[config.mk]
export PLATFORM = sky130hd
export DESIGN_NAME = scns_front
export DESIGN_NICKNAME = d
export VERILOG_FILES = /design/src/rtl/segment_collinear_node_search_defines.svh /design/src/rtl/scns_pkg.sv /design/src/rtl/scns_front.sv
export SDC_FILE = /design/constraint.sdc
export NUM_CORES = 1
export LEC_CHECK = 0
export BUFFER_PORTS_ARGS = -buffer_cell sky130_fd_sc_hd__buf_2
export CORE_AREA = 2 2 206 208
export DETAILED_ROUTE_END_ITERATION = 10
export DIE_AREA = 0 0 208 210
export GPL_ROUTABILITY_DRIVEN = 0
export PLACE_DENSITY_LB_ADDON = 0.1
export SETUP_SLACK_MARGIN = 0.2
export SLEW_MARGIN = 20
export SYNTH_ARGS = -nofsm -noshare
export SYNTH_HDL_FRONTEND = slang
export SYNTH_SLANG_ARGS = --single-unit
[constraint.sdc]
create_clock -name vclk -period 9.7
set_input_delay 1.94 -clock vclk [all_inputs]
set_output_delay 1.94 -clock vclk [all_outputs]
set_load 0.1 [all_outputs]
[src/rtl/segment_collinear_node_search_defines.svh]
// assertion macros shared by the collinear node search rtl
`ifndef SEGMENT_COLLINEAR_NODE_SEARCH_DEFINES_SVH
`define SEGMENT_COLLINEAR_NODE_SEARCH_DEFINES_SVH
`ifndef SYNTHESIS
`define SCNS_ASSERT_IMPLY(lbl, clk, rstn, cond, prop, msg) \
    lbl: assert property (@(posedge clk) disable iff (!rstn) (cond) |-> (prop)) \
        else $error(msg);
`define SCNS_ASSERT_NEXT(lbl, clk, rstn, cond, prop, msg) \
    lbl: assert property (@(posedge clk) disable iff (!rstn) (cond) |=> (prop)) \
        else $error(msg);
`else
`define SCNS_ASSERT_IMPLY(lbl, clk, rstn, cond, prop, msg)
`define SCNS_ASSERT_NEXT(lbl, clk, rstn, cond, prop, msg)
`endif
`endif

[src/rtl/scns_pkg.sv]
// shared types and constants of the collinear node search
package scns_pkg;

    localparam int COORD_W         = 48;
    localparam int CFG_W           = 37;
    localparam int DIST_W          = 49;
    localparam int ERR_W           = 49;
    localparam int SLOPE_FRAC      = 62;
    localparam int SLOPE_W         = 63;
    localparam int COORD_FRAC_BITS = 36;
    localparam int S_TDATA_W       = 240;
    localparam int M_TDATA_W       = 144;
    localparam int QUEUE_DEPTH     = 4;
    localparam int QPTR_W          = 2;
    localparam int QCNT_W          = 3;

    localparam logic [CFG_W-1:0] CFG_RESET = 37'd6872;

    typedef enum logic [1:0] {
        REG_INTERVAL_MARGIN = 2'd0,
        REG_LINE_TOLERANCE  = 2'd1
    } cfg_reg_t;

    typedef struct packed {
        logic                      is_node;
        logic                      last;
        logic                      major_is_x;
        logic [DIST_W-1:0]         minor_dist;
        logic signed [COORD_W-1:0] x_a;
        logic signed [COORD_W-1:0] y_a;
        logic signed [COORD_W-1:0] x_b;
        logic signed [COORD_W-1:0] y_b;
        logic signed [COORD_W-1:0] z;
    } item_t;

endpackage

[src/rtl/scns_front.sv]
// front: unpacks a beat, picks the major axis and minor span of a segment
module scns_front import scns_pkg::*; (
    input  logic [S_TDATA_W-1:0] tdata,
    input  logic                 tuser,
    input  logic                 tlast,
    output item_t                item
);

    logic signed [DIST_W-1:0] xdiff, ydiff;
    logic [DIST_W-1:0]        xdist, ydist;
    logic                     mx;

    always_comb begin
        item.is_node = tuser;
        item.last    = tlast;
        item.x_a     = tdata[47:0];
        item.y_a     = tdata[95:48];
        item.x_b     = tdata[143:96];
        item.y_b     = tdata[191:144];
        item.z       = tdata[239:192];
        xdiff = DIST_W'(item.x_a) - DIST_W'(item.x_b);
        ydiff = DIST_W'(item.y_a) - DIST_W'(item.y_b);
        xdist = xdiff[DIST_W-1] ? DIST_W'(-xdiff) : DIST_W'(xdiff);
        ydist = ydiff[DIST_W-1] ? DIST_W'(-ydiff) : DIST_W'(ydiff);
        // equal spans make y the major axis
        mx = xdist > ydist;
        item.major_is_x = mx;
        item.minor_dist = mx ? ydist : xdist;
    end

endmodule

### Word-level counts from Yosys, hierarchy flattened

Index checks and enable logic that the tools add are counted.
Widths: inputs -> output; s select.

| storage, ports and cells | value |
|---|---|
| bits in registers | 0 |
| input port bits | 242 |
| output and inout port bits | 292 |

| cells by class | value |
|---|---|
| $add $sub $neg | 4 |
| $lt $le $gt $ge | 1 |
| multiplexer cells | 3 |

Operators by type and width:

| operator | count |
|---|---|
| $mux 49 | 3 |
| $neg 49->49 | 2 |
| $sub 48x48->49 | 2 |
| $gt 49x49->1 | 1 |

### Logic depth before layout (Yosys ltp)

| depth | value |
|---|---|
| depth after elaboration | 5 |
| mapped depth | 30 |

### Worst setup path before layout

OpenSTA, ideal clock, no wires.

| timing | value |
|---|---|
| kind | in2out |
| start | input port tdata[0] |
| end | output port item[245] (netlist bit) |
| stages on the path | 26 |
| data arrival time | 9.147 ns |
| slack | -1.387 ns |
| cells stage by stage | inv_1 > ha_1 > fa_1 > nor2b_1 > o311a_1 > o21ai_0 > o211ai_1 > o32ai_1 > or4_4 > or4_4 > nor2_1 > nand3_1 > o21ai_0 > xor2_1 > inv_1 > ha_1 > nand4_1 > nor2_1 > nand3_1 > nor4_1 > a211oi_1 > o31ai_1 > a21oi_1 > o21bai_1 > clkbuf_1 > o21ai_0 |

RTL lines:

| what | RTL line | text |
|---|---|---|
| start, declared | scns_front.sv:3 | `input logic [S_TDATA_W-1:0] tdata,` |
| end, declared | scns_front.sv:6 | `output item_t item` |

==> summary.md <==
| Metric | Value |
|---|---|
| Maximum fanout along the worst path | `6` |
| Clock power share | `0%` |
| Pwr/cell area | `273 mW/mm²` |
| Peak VDD IR | `439 µV` |
| Combinational share of power | `100.0%` |
| Die footprint | `0.0437 mm²` |
| Via count | `14,200` |
| DRC Markers | `0` |
| Max Cap Viol | `0` |
| CP delay by family, top | `compound AO/OA/AOI/OAI gates` |
| Post-synthesis sequential area ratio | `0%` |
| Hold Worst Slack | `3.88 ns` |
| Antenna Violating Nets Remaining | `0` |
| Clock buffers | `0` |
| Synth warnings | `0` |
| Mapped Cells | `1,817` |
| FF+latch area | `0 µm²` |
| Cell with the most instances after synthesis | `buf_4` |
| Port bufs | `434` |
| Synth Area per Inst | `6.76 µm²` |
| Fin nets | `2,708` |
| Total power | `4.91 mW` |
| Per-cell routed wire length | `15.9 µm` |
| Fin util | `43.4%` |
| RSZ-0062 raised after global routing | `true` |
| Outcome | `complete, but fails checks` |
| TNS Setup | `-0.853 ns` |
| Pre-antenna DRT Iters | `5` |
| CP max-delay cell | `or4_4` |
| Routed WL | `45,500 µm` |
| Setup crit start kind | `input port` |
| Final period util | `101%` |
| I/O pin count | `534` |
| Fin. Hold Viols | `0` |
| Fmax | `0.102 GHz` |
| Placement Rows | `75` |
| Critical path type | `in2out` |
| Post-Synthesis Cell Area | `0.0123 mm²` |
| Failing checks | `negative setup slack` |
| Critical path buffers and inverters | `8` |
| Nature of the critical path endpoint | `output port` |
| Actual slew at the worst max-slew pin | `0.727 ns` |
| Pin count of the biggest net entering global routing | `21` |
| Slew HR | `51.2%` |
| Vias in the first global route | `13,700` |
| Area of the multi-input gates | `0.0108 mm²` |
| HPWL after detailed placement | `40,100 µm` |
| Area grow syn2layout | `46.5%` |
| Yosys top cell by area | `buf_4` |
| Setup ws final | `-0.0585 ns` |
| All-Layer GR Usage | `19.5%` |
| Initial Util | `29.6%` |
| Core area | `0.0415 mm²` |
| Max Slew Vio Count | `0` |
| Synth top cells by count | `buf_4, inv_1, a21oi_1, ha_1, nand2_1` |
| Vias per std cell | `4.99` |
| Crit-path max cell delay | `0.63 ns` |
| CP required | `7.76 ns` |
| Tmin final | `9.76 ns` |
| Yosys cell types | `95` |
| Main area contributors after synthesis | `buf_4, ha_1, a21oi_1, xor2_1, xnor2_1` |
| Fraction of layout cells with a size suffix above 1 | `43.3%` |
| Filler instances | `4,338` |
| Grt ovf | `0` |
| DRC marker count from the first detailed-route iteration | `820` |
| Syn Nets | `2,208` |
| Antenna violations before repair | `0` |
| CP arrival | `7.82 ns` |
| Antenna diodes | `0` |
| Die H | `210 µm` |
| Sw power | `2.95 mW` |
| Die extent in x | `208 µm` |
| First-pass GRT wire length | `71,000 µm` |
| Synth top area share | `15.0%` |
| Worst hold path type | `in2out` |
| Final setup fails | `28` |
| Seq Cell Count | `0` |
| Flop pwr share | `0%` |
| Leakage | `8.82 nW` |
| Internal Power | `1.96 mW` |
| Sw frac | `60.1%` |
| Pre-CTS WS | `-0.527 ns` |
timing repair:
action	in CTS	in global routing
buffers inserted	26	15
gates resized for setup	85	62
gates cloned	2	0
pin swaps	35	24
hold buffers	0	0
setup endpoints to repair	50	50
worst paths after layout:
check             cells past startpoint  slack [ns]       start         to
setup / recovery                     31       -0.06  tdata[102]  item[248]
hold / removal                        0        3.88  tdata[208]   item[16]
cell type report:
| class | instances | area share [%] |
|---|---|---|
| inverters | 168 | 3.62 |
| well taps | 539 | 3.75 |
| multi-input cells | 1351 | 60.2 |
| repair buffers | 796 | 32.4 |
placed cells by master (no fill, tap or decap), types with 58 or more instances in the layout:
cell / netlist / final
buf_12: 0 / 58
nor2_1: 105 / 100
buf_4: 246 / 345
ha_1: 147 / 137
inv_1: 167 / 160
a21oi_1: 162 / 139
xnor2_1: 79 / 72
xor2_1: 80 / 75
buf_2: 11 / 382
nand2_1: 129 / 127
o21ai_0: 115 / 92
per-stage QoR:
step                      cells  area (µm²)
after global routing       2854       18000
final                      2854       18000
after floorplan            1817       13000
after detailed placement   2811       17000
after CTS                  2839       17600
after global placement     2811       17000
power by group through the flow:
stage,Sequential [mW],Combinational (mW),Clock [mW]
5_1_grt,0,5.15,0
6_report,0,4.91,0
3_5_place_dp,0,4.62,0
3_3_place_gp,0,4.61,0
2_1_floorplan,0,3.17,0
4_1_cts,0,4.84,0
layer usage:
metal	GRT usage [%]	vias up	part of all wire, %
met4	1.71	0	0.92
met5	0	-	0
met1	27.4	6604	48
met3	1.58	26	4.5
met2	33.6	394	47
li1	-	7209	-
logic make-up (layout without fill, tap and decap cells):
| kind of cell | after synthesis | after routing | synth area share [%] |
|---|---|---|---|
| xor+xnor | 162 | 162 | 11.7 |
| fa+ha+maj | 149 | 149 | 15.3 |
| compound gates | 514 | 514 | 27.0 |
| buf+inv | 466 | 964 | 21.9 |
| simple gates | 480 | 480 | 20.3 |
| mux | 46 | 46 | 3.80 |
Power figures use the tool's default switching activity.
