## src/rtl/segment_collinear_node_search_defines.svh

```systemverilog
// assertion macros shared by the collinear node search rtl
`ifndef SEGMENT_COLLINEAR_NODE_SEARCH_DEFINES_SVH
`define SEGMENT_COLLINEAR_NODE_SEARCH_DEFINES_SVH
`ifndef SYNTHESIS
`define SCNS_ASSERT_IMPLY(lbl, clk, rstn, cond, prop, msg) \
    lbl: assert property (@(posedge clk) disable iff (!rstn) (cond) |-> (prop)) \
        else $error(msg);
`define SCNS_ASSERT_NEXT(lbl, clk, rstn, cond, prop, msg) \
    lbl: assert property (@(posedge clk) disable iff (!rstn) (cond) |=> (prop)) \
        else $error(msg);
`else
`define SCNS_ASSERT_IMPLY(lbl, clk, rstn, cond, prop, msg)
`define SCNS_ASSERT_NEXT(lbl, clk, rstn, cond, prop, msg)
`endif
`endif

```

## src/rtl/scns_pkg.sv

```systemverilog
// shared types and constants of the collinear node search
package scns_pkg;

    localparam int COORD_W         = 48;
    localparam int CFG_W           = 37;
    localparam int DIST_W          = 49;
    localparam int ERR_W           = 49;
    localparam int SLOPE_FRAC      = 62;
    localparam int SLOPE_W         = 63;
    localparam int COORD_FRAC_BITS = 36;
    localparam int S_TDATA_W       = 240;
    localparam int M_TDATA_W       = 144;
    localparam int QUEUE_DEPTH     = 4;
    localparam int QPTR_W          = 2;
    localparam int QCNT_W          = 3;

    localparam logic [CFG_W-1:0] CFG_RESET = 37'd6872;

    typedef enum logic [1:0] {
        REG_INTERVAL_MARGIN = 2'd0,
        REG_LINE_TOLERANCE  = 2'd1
    } cfg_reg_t;

    typedef struct packed {
        logic                      is_node;
        logic                      last;
        logic                      major_is_x;
        logic [DIST_W-1:0]         minor_dist;
        logic signed [COORD_W-1:0] x_a;
        logic signed [COORD_W-1:0] y_a;
        logic signed [COORD_W-1:0] x_b;
        logic signed [COORD_W-1:0] y_b;
        logic signed [COORD_W-1:0] z;
    } item_t;

endpackage

```

## src/rtl/scns_queue.sv

```systemverilog
// short item queue between front and back
`include "segment_collinear_node_search_defines.svh"
module scns_queue import scns_pkg::*; (
    input  logic  aclk,
    input  logic  aresetn,
    input  logic  push_valid,
    output logic  push_ready,
    input  item_t push_item,
    output logic  pop_valid,
    input  logic  pop_req,
    output item_t pop_item
);

    item_t             mem_reg [QUEUE_DEPTH];
    logic [QPTR_W-1:0] wr_ptr_reg, rd_ptr_reg;
    logic [QCNT_W-1:0] count_reg;
    logic              push, pop;

    assign push_ready = count_reg != QCNT_W'(QUEUE_DEPTH);
    assign pop_valid  = count_reg != '0;
    assign push       = push_valid && push_ready;
    assign pop        = pop_req && pop_valid;
    assign pop_item   = mem_reg[rd_ptr_reg];

    always_ff @(posedge aclk) begin
        if (!aresetn) begin
            wr_ptr_reg <= '0;
            rd_ptr_reg <= '0;
            count_reg  <= '0;
        end else begin
            if (push) wr_ptr_reg <= wr_ptr_reg + 1'b1;
            if (pop)  rd_ptr_reg <= rd_ptr_reg + 1'b1;
            if (push && !pop)      count_reg <= count_reg + 1'b1;
            else if (pop && !push) count_reg <= count_reg - 1'b1;
        end
    end

    always_ff @(posedge aclk) begin
        if (push) mem_reg[wr_ptr_reg] <= push_item;
    end

    `SCNS_ASSERT_NEXT(a_q_grow, aclk, aresetn, push && !pop, count_reg == $past(count_reg) + 1'b1, "queue count lost a push")
    `SCNS_ASSERT_NEXT(a_q_shrink, aclk, aresetn, pop && !push, count_reg == $past(count_reg) - 1'b1, "queue count lost a pop")

endmodule

```

## config.mk

```make
export PLATFORM = sky130hd
export DESIGN_NAME = scns_queue
export DESIGN_NICKNAME = d
export VERILOG_FILES = /design/src/rtl/scns_pkg.sv /design/src/rtl/scns_queue.sv
export VERILOG_INCLUDE_DIRS = /design/src /design/src/rtl
export SDC_FILE = /design/constraint.sdc
export NUM_CORES = 1
export LEC_CHECK = 0
export BUFFER_PORTS_ARGS = -buffer_cell sky130_fd_sc_hd__buf_2
export CORE_ASPECT_RATIO = 1.75
export CORE_MARGIN = 2
export CORE_UTILIZATION = 61
export CTS_BUF_LIST = sky130_fd_sc_hd__clkbuf_8
export DETAILED_ROUTE_END_ITERATION = 10
export PLACE_DENSITY = 0.83
export SLEW_MARGIN = 30
export SYNTH_ARGS = -nofsm -noshare
export SYNTH_HDL_FRONTEND = slang
export SYNTH_SLANG_ARGS = --single-unit
```

## constraint.sdc

```tcl
create_clock -name aclk -period 24.9 [get_ports aclk]
set_clock_uncertainty 0.15 [all_clocks]
set_input_delay 1.245 -clock aclk [delete_from_list [all_inputs] [get_ports aclk]]
set_output_delay 1.245 -clock aclk [all_outputs]
set_load 0.05 [all_outputs]
```

After elaboration in Yosys (flattened, before gate mapping)
Memories as Yosys holds them, arrays and structs flattened. A register that Yosys moved wholly into a read port is not among the register bits.
Cells that the tools add are included.
{"block": "word_totals", "wordCells": 23, "ff_bits": 7, "output_inout_bits": 294, "mem_bits_ro": 0, "mem_count": 1, "ram_bits": 1168, "latchBits": 0}
{"memory": "mem_reg", "words": 4, "word_bits": 292, "read_ports": 1, "rd_ports_with_merged_regs": 1, "write_ports": 1, "line_no": "scns_queue.sv:14", "source": "item_t mem_reg [QUEUE_DEPTH];"}
{"block": "classes", "eq_ne": 1, "div_mod_pow": 0, "reduce_logical": 8, "magnitude_cmp": 0, "n_shift": 0, "mul": 0, "muxes": 6, "addsub": 4, "bitwise_logic": 0}
{"cell": "$mux 3", "count": 2}
{"cell": "$add 2x1->2 const B", "count": 2}
{"cell": "$logic_and 1x1->1", "count": 4}
{"cell": "$mux 2", "count": 2}
{"cell": "$add 3x1->3 const B", "count": 1}
{"cell": "$ne 3x3->1 const B", "count": 1}
{"cell": "$reduce_bool 3->1", "count": 1}
{"cell": "$sub 3x1->3 const B", "count": 1}
{"cell": "$logic_not 1->1", "count": 2}
{"cell": "$mux 1", "count": 2}
{"cell": "$reduce_bool 2->1", "count": 1}

Logic depth before layout (Yosys ltp)
Gate-level depths: netlist (run 1).
{"block": "depth", "depth_word": 6, "depth_mapped": 8, "ltp_nobuf": 8}

Least setup slack after synthesis (run 1)
No wires, ideal clock.
{"block": "synth_path", "path_type": "input port to flip-flop", "startpoint": "in push_valid", "endpoint": "mem mem_reg[0][0] (netlist name) (enable)", "path_buffers": 0, "setup_time_ns": 0.691, "slack_ns": 15.875, "t_arrival_ns": 8.184, "path_stages": 2, "required_ns": 24.059, "path_cell_list": "a21boi_2 -> and2_1"}
{"block": "synth_via", "elab_chain_cells": 3}
{"element": "from (decl)", "line_no": "scns_queue.sv:6", "source": "input logic push_valid,"}
{"element": "$logic_and 1x1->1", "line_no": "scns_queue.sv:21", "source": "assign push = push_valid && push_ready;"}
{"element": "$mux 1", "line_no": "scns_queue.sv:39", "source": "if (push) mem_reg[wr_ptr_reg] <= push_item;"}
{"element": "$mux 1 (implied by the code)", "line_no": "scns_queue.sv:39"}
{"element": "to (decl)", "line_no": "scns_queue.sv:14"}
Every way passes these cells.

==> metrics, run 1 <==
largest fanout on the critical path=74; crit end category=output pin; Hold Path Depth=2; worst path arrival time=3830 ps; synth-to-layout area growth=15.6%; Max Root-Sink Buffers=3; Global Route Usage Sum=0.252; Die W=205 um; Floorplan Core Area=69,700 um2; final hold viol count=0; Num CTS Buffers=155; Tcrit/Tclk final=0.210; Max-cap violations=0; largest area contributor in the netlist=edfxtp_1; Antenna Nets Post-Route=0; minimum clock period=5230 ps; net count after synthesis=1,875; Slew headroom=0.342; Netlist cell types=24; max reg flops=1,168; synth top area cells=edfxtp_1, mux4_2, buf_12, dfxtp_1, buf_2; fmax=0.191 GHz; proportion of layout cells with a drive suffix above 1=0.464; vias per cell=5.94; via count=19.8k; DRC=0; # rows=128; sequential cell area=35,300 um2; Hold Crit Class=reg -> reg; CTS Sinks=1,177; Multi-input gate area=6870 um2; RSZ-0062 raised after global routing=false; CP Class=reg -> out; endpoints failing setup=0; pwr/cell area=115 nW/um2; GR peak layer=met2; met3 Usage GRT=0.0897; I/O pin total=590; Net count, final=2,583; die area=72,600 um2; Seq/Total Area, Yosys=0.821; Synth top area share=0.817; Post-synth top flop=edfxtp_1; GR Overflow Total=0; DP HPWL=57,100 um; starting density of the core=0.616; cts repair resizes=0; RD Place Congestion=0.818; DR pass1 iterations=5; Internal=3.63 mW; Critical Path Source Type=flop; switching share of power=0.365; mapped cell area=42,900 um2; Post-synth EDFFs=1,168; Setup Fix Bufs, Post-CTS=0; fillers=3,806; NetSw=2.09 mW; grt met2 use=0.419; PortBufs=589; number of antenna violations at the first check in global routing=40; hold slack final=383 ps; Hold Buf Count CTS=0; first-pass GRT wire length=132,000 um; wire per inst=27.0 um; worst endpoint required time=23,500 ps; Max Slew Vio Count=0; peak supply drop=0.000123 V; Syn Inst Count=1,573; pin count of the biggest net entering global routing=98; Clock power frac=0.235; CTS tree=built; placed insts=3,033; yosys warns=0; Leakage Power=16.6 nW; CTS clk-pin slew, worst paths=60 ps; vias in the first global route=21.3k; GRT met1 Usage=0.301; Reg power frac=0.433; Die Ht=355 um; Clock Tree Root=clkbuf_8; final non-filler cell total=3,336; Skew-Pair Late Insertion Delay=790 ps; initial DRC count=1,702; Tightest Pin Transition=988 ps; Post-Syn Area per Cell=27.3 um2; outcome=completed; Async SR Flop Fraction=0; H-tree depth=4; Total Wirelength=90,000 um; flops & latches, synth=1,177; final core area utilization=0.712; Total Power=5.72 mW; R2R depth=5; setup tns final=0 ps; Comb pwr share=0.333
-- power by group through the flow --
stage	Clock [mW]	Sequential, mW	Combinational (mW)
final	1.34	2.47	1.90
after global placement	0	2.51	1.86
after CTS	1.38	2.48	1.92
after global routing	1.45	2.49	1.98
after detailed placement	0	2.52	1.91
after floorplan	0	2.54	1.56
-- per-layer routing --
| layer | routed length (um) | vias up |
|---|---|---|
| met5 | 209 | - |
| met4 | 2940 | 30 |
| met3 | 9740 | 195 |
| met2 | 46300 | 1050 |
| met1 | 30800 | 10200 |
| li1 | - | 8334 |
-- cells in the final DEF, fill, tap and decap left out, drive strengths merged, types with 2 or more instances in the layout --
master    count
clkinvlp      6
mux4        292
ha            5
clkinv       53
mux2i         3
diode        27
edfxtp     1168
clkbuf      160
a21boi        2
and2          8
inv          52
bufinv        7
buf         617
xnor2         3
or3           2
dfxtp         9
nand2         5
-- synth_stat cells (all sizes together), types with 2 or more instances --
cell,number
buf,61
edfxtp,1168
and2,8
mux4,292
or3,2
ha,5
clkbuf,5
nand2,5
xnor2,3
inv,3
dfxtp,9
a21boi,2
mux2i,3
-- cell families (layout without fill, tap and decap cells) --
logic type / Yosys count / in the layout / synth area share
adders and majority gates: 6 / 6 / 0.00192
buffers and inverters: 69 / 895 / 0.0189
AOI/OAI and AO/OA: 5 / 5 / 0.000933
xor gates and xnor gates: 4 / 4 / 0.000816
and+or+nand+nor: 17 / 17 / 0.00213
DFF: 1177 / 1177 / 0.821
muxes: 295 / 295 / 0.154
other: 0 / 27 / 0
-- worst max-delay path, stage by stage, from the launching register on --
cell,delay (ps)
dfxtp_4,780
buf_6,630
buf_4,820
mux4_2,460
buf_2,240
-- worst paths after layout --
check	from	to	slack, ps
max	flop	pop_item[208]	19670
min	wr_ptr_reg[1]$_SDFFE_PN0P_	wr_ptr_reg[1]$_SDFFE_PN0P_	380
max reg2reg	count_reg[0]$_SDFFE_PN0P_	mem_reg[3][226]$_DFFE_PP_	21570
min reg2reg	wr_ptr_reg[1]$_SDFFE_PN0P_	wr_ptr_reg[1]$_SDFFE_PN0P_	380
-- metrics by stage --
stage          cell area [um2]  setup WS (ps)
6_report                 49600          19670
5_1_grt                  49600          19510
4_1_cts                  49500          19550
3_5_place_dp             46600          20450
3_3_place_gp             46400          20260
2_1_floorplan            42900          15880
-- cell type report --
type                       instances  area share
antenna                           27     0.00136
clock inverter                   115      0.0144
inverter                           3    0.000227
multi-input combinational        327       0.138
timing repair buffer             617      0.0679
clock buffer                     160      0.0444
sequential                      1177       0.710
tap                              910      0.0229
No activity file was read; power rests on OpenSTA's default activity.
==> inputs of run 2 (changes only) <==
--- a/config.mk
+++ b/config.mk
@@ -9,10 +9,10 @@
 export BUFFER_PORTS_ARGS = -buffer_cell sky130_fd_sc_hd__buf_2
 export CORE_ASPECT_RATIO = 1.75
 export CORE_MARGIN = 2
-export CORE_UTILIZATION = 61
+export CORE_UTILIZATION = 59
 export CTS_BUF_LIST = sky130_fd_sc_hd__clkbuf_8
 export DETAILED_ROUTE_END_ITERATION = 10
-export PLACE_DENSITY = 0.83
+export PLACE_DENSITY = 0.81
 export SLEW_MARGIN = 30
 export SYNTH_ARGS = -nofsm -noshare
 export SYNTH_HDL_FRONTEND = slang
==> constraint.sdc (replaced) <==
create_clock -name aclk -period 5.3 [get_ports aclk]
set_clock_uncertainty 0.15 [all_clocks]
set_input_delay 0.265 -clock aclk [delete_from_list [all_inputs] [get_ports aclk]]
set_output_delay 0.265 -clock aclk [all_outputs]
set_load 0.05 [all_outputs]
==> metrics, run 2 (same netlist as run 1, synthesis figures left out) <==
outcome=completed; PortBufs=589; die area=75,000 um2; DRC=0; Antenna Nets Post-Route=0; crit end category=output pin; Tightest Pin Transition=877 ps; wire per inst=28.8 um; worst endpoint required time=4890 ps; DP HPWL=56,800 um; Critical Path Source Type=flop; Max Root-Sink Buffers=3; Die W=208 um; Hold Crit Class=in -> reg; Global Route Usage Sum=0.276; Multi-input gate area=6870 um2; CP Class=reg -> out; pin count of the biggest net entering global routing=112; H-tree depth=4; first-pass GRT wire length=151,000 um; Crit path buffers/inverters=3; Total Wirelength=106,000 um; setup tns final=0 ps; final non-filler cell total=3,669; most common cell after layout, fill and taps aside=edfxtp_1; Leakage Power=18.0 nW; cts repair resizes=0; GR Overflow Total=0; Skew-Pair Late Insertion Delay=800 ps; # rows=130; max reg flops=1,168; Max-cap violations=0; RSZ-0062 raised after global routing=false; Net count, final=2,912; Tcrit/Tclk final=0.683; CTS clk-pin slew, worst paths=70 ps; final hold viol count=0; Max Slew Vio Count=0; DR pass1 iterations=6; CTS Sinks=1,177; synth-to-layout area growth=23.4%; I/O pin total=590; via count=22.0k; sequential cell area=35,300 um2; Slew headroom=0.416; Num CTS Buffers=158; peak supply drop=0.000431 V; worst path arrival time=3210 ps; number of antenna violations at the first check in global routing=27; most frequent cells in the layout=edfxtp_1, buf_2, dlygate4sd3_1; largest fanout on the critical path=66; Critical Path Max Stage Delay=630 ps; pwr/cell area=523 nW/um2; minimum clock period=3620 ps; endpoints failing setup=0; starting density of the core=0.597; vias per cell=5.99; fmax=0.276 GHz; Die Ht=361 um; Crit path max-delay family=buffers and inverters; Floorplan Core Area=71,900 um2; CTS tree=built; vias in the first global route=23.5k; placed insts=3,045; initial DRC count=2,330; RD Place Congestion=0.781; Slowest-stage cell, CP=mux4_2; fillers=3,664; proportion of layout cells with a drive suffix above 1=0.411; CP Cell Sequence=buf_12 > buf_16 > mux4_2 > buf_2; Clock Tree Root=clkbuf_8
==> run 2: worst paths after layout <==
kind,from,depth (start not counted),slack [ps],endpoint
hold / removal,push_item[90],2,60,mem_reg[2][90]$_DFFE_PP_
hold reg to reg,wr_ptr_reg[0]$_SDFFE_PN0P_,2,370,wr_ptr_reg[0]$_SDFFE_PN0P_
setup reg to reg,count_reg[0]$_SDFFE_PN0P_,9,2240,count_reg[2]$_SDFFE_PN0P_
setup / recovery,flop,4,1680,pop_item[53]
==> run 2: layer usage <==
layer	GRT usage	share of wire	routed length, um
met5	0	0.0014	146
met4	0.123	0.037	3870
met2	0.462	0.52	55100
met3	0.0876	0.11	11900
met1	0.332	0.33	34700
==> run 2: power breakdown <==
group	switching, mW	leakage [nW]	internal (mW)
Combinational	6.56	5.56	2.78
Sequential	0.346	10.8	11.3
Clock	3.41	1.64	3.29
==> run 2: worst reg2reg max path, cell delays in order, from the launching register on <==
cell and delay [ps]:
dfxtp_1 460, nor2_1 130, a21boi_2 330, ha_1 280, inv_1 70, fa_1 390
xor2_1 170, or3_1 320, a21boi_0 160, dlygate4sd3_1 550
==> run 2: repair_timing <==
item | in CTS | in global routing
endpoints found under the hold margin | 1179 | 0
buffers inserted | 0 | 0
hold buffers | 328 | 0
==> run 2: through the flow <==
| step | cell area [um2] | utilization | hold slack [ps] | total power [mW] | worst slack (ps) |
|---|---|---|---|---|---|
| after floorplan | 42900 | - | 214 | 19.1 | 299 |
| after global routing | 53000 | 0.737 | 33.1 | 28.5 | 1460 |
| after global placement | 46600 | 0.648 | 323 | 20.6 | 2380 |
| after detailed placement | 46600 | 0.649 | 329 | 20.8 | 2360 |
| after CTS | 52900 | 0.736 | 0.127 | 27.4 | 1600 |
| final | 53000 | 0.737 | 61.7 | 27.7 | 1680 |
==> run 2: area by class of cell <==
type | instances | area share
inverters | 3 | 0.000213
repair buffers | 943 | 0.125
clock buffers | 165 | 0.0429
diodes | 18 | 0.000850
clock inverters | 112 | 0.0135
well taps | 924 | 0.0218
multi-input cells | 327 | 0.130
flip-flops and latches | 1177 | 0.666
==> inputs of run 3 (changes only) <==
==> constraint.sdc (replaced) <==
create_clock -name aclk -period 3.7 [get_ports aclk]
set_clock_uncertainty 0.15 [all_clocks]
set_input_delay 0.185 -clock aclk [delete_from_list [all_inputs] [get_ports aclk]]
set_output_delay 0.185 -clock aclk [all_outputs]
set_load 0.05 [all_outputs]
==> metrics, run 3 (same netlist as run 1, synthesis figures left out) <==
Reg power frac=0.417; endpoints failing setup=0; Skew-Pair Late Insertion Delay=820 ps; RSZ-0062 raised after global routing=false; R2R depth=9; most common cell after layout, fill and taps aside=edfxtp_1; Slew headroom=0.488; Clock Tree Root=clkbuf_8; Max-cap violations=0; Num CTS Buffers=152; starting density of the core=0.597; pwr/cell area=719 nW/um2; min-delay src=push_item[244]; DR pass1 iterations=5; worst reg2reg path startpoint=count_reg[0]$_SDFFE_PN0P_; die area=75,000 um2; wire per inst=29.3 um; R2R Setup Slk=580 ps; cts repair resizes=0; max reg flops=1,168; CTS clk-pin slew, worst paths=70 ps; # rows=130; Antenna Nets Post-Route=0; Slowest-stage cell, CP=dfxtp_4; final core area utilization=0.777; Critical Path Most Common Cell=buf_12; Hold Path Depth=2; outcome=completed; Max Root-Sink Buffers=3; Total Wirelength=116,000 um; RD Place Congestion=0.804; placed insts=3,087; Die W=208 um; Critical Path Source Type=flop; Tightest Pin Transition=768 ps; Tcrit/Tclk final=0.877; largest fanout on the critical path=23; Internal=25.0 mW; Floorplan Core Area=71,900 um2; Worst Hold End=mem_reg[2][244]$_DFFE_PP_; CP Cell Sequence=buf_12 > buf_12 > mux4_2 > buf_2; Hold Buf Count CTS=583; Critical Path Max Stage Delay=670 ps; synth-to-layout area growth=30.1%; Leakage Power=19.3 nW; Comb pwr share=0.349; worst endpoint required time=3370 ps; Hold Crit Class=in -> reg; Setup Fix Bufs, Post-CTS=0; CTS Sinks=1,177; most frequent cells in the layout=edfxtp_1, buf_2, dlygate4sd3_1; fmax=0.308 GHz; Reg2Reg Capture Point=count_reg[2]$_SDFFE_PN0P_; GR Overflow Total=0; CP Class=reg -> out; Clock power frac=0.234; initial DRC count=2,599; I/O pin total=590; switching share of power=0.378; via count=23.7k; setup tns final=0 ps; CTS tree=built; DRC=0; pin count of the biggest net entering global routing=94; H-tree depth=4; Global Route Usage Sum=0.309; vias in the first global route=25.7k; proportion of layout cells with a drive suffix above 1=0.381; PortBufs=589; Die Ht=361 um; peak supply drop=0.000530 V; Net count, final=3,202; vias per cell=5.99; worst path arrival time=2910 ps; Max Slew Vio Count=0; minimum clock period=3250 ps; DP HPWL=60,300 um; first-pass GRT wire length=169,000 um; final non-filler cell total=3,956; final hold viol count=0; crit end category=output pin; NetSw=15.2 mW; number of antenna violations at the first check in global routing=13
## run 3: cell type report
class,instances,area (um2)
inverters,3,11.3
clock buffers,155,2130
repair buffers,1239,9640
fillers,3306,16100
multi-input cells,327,6870
diodes,12,30.0
flip-flops and latches,1177,35300
well taps,924,1160
clock inverters,119,733
## run 3: through the flow
step	total power [mW]	cell area, um2	hold WS, ps	worst slack (ps)
final	40.1	55800	38.0	454
after global placement	29.8	47100	244	1170
after CTS	39.6	55800	0.100	324
after floorplan	27.4	42900	134	-1300
after global routing	41.3	55800	0.994	297
after detailed placement	30.1	47100	251	1090
## run 3: worst max-delay path by stage
stage,start,end,depth (start not counted)
2_1_floorplan,count_reg[0]$_SDFFE_PN0P_,mem_reg[0][0]$_DFFE_PP_,3
3_3_place_gp,count_reg[0]$_SDFFE_PN0P_,mem_reg[1][273]$_DFFE_PP_,4
3_5_place_dp,count_reg[0]$_SDFFE_PN0P_,mem_reg[1][202]$_DFFE_PP_,4
4_1_cts,flop,pop_item[227],4
5_1_grt,flop,pop_item[30],4
6_report,flop,pop_item[79],4
## run 3: critical path, delay by kind of cell (launching register included)
kind                   cells  cell delay (ps)
buffers and inverters      3              780
flip-flops                 1              670
multiplexers               1              580
## run 3: metal layers
layer	track usage	up-vias	routed length, um
met5	0	-	38
met4	0.123	6	4540
met3	0.0828	277	12400
met2	0.528	1732	60300
met1	0.379	12100	38700
li1	-	9559	-
## run 3: power groups by stage
stage | clock network [mW] | logic [mW] | registers [mW]
finish | 9.40 | 14.0 | 16.7
global route | 10.0 | 14.5 | 16.8
CTS | 9.16 | 13.8 | 16.6
detailed placement | 0 | 13.2 | 16.9
global placement | 0 | 13.1 | 16.8
floorplan | 0 | 10.5 | 16.8
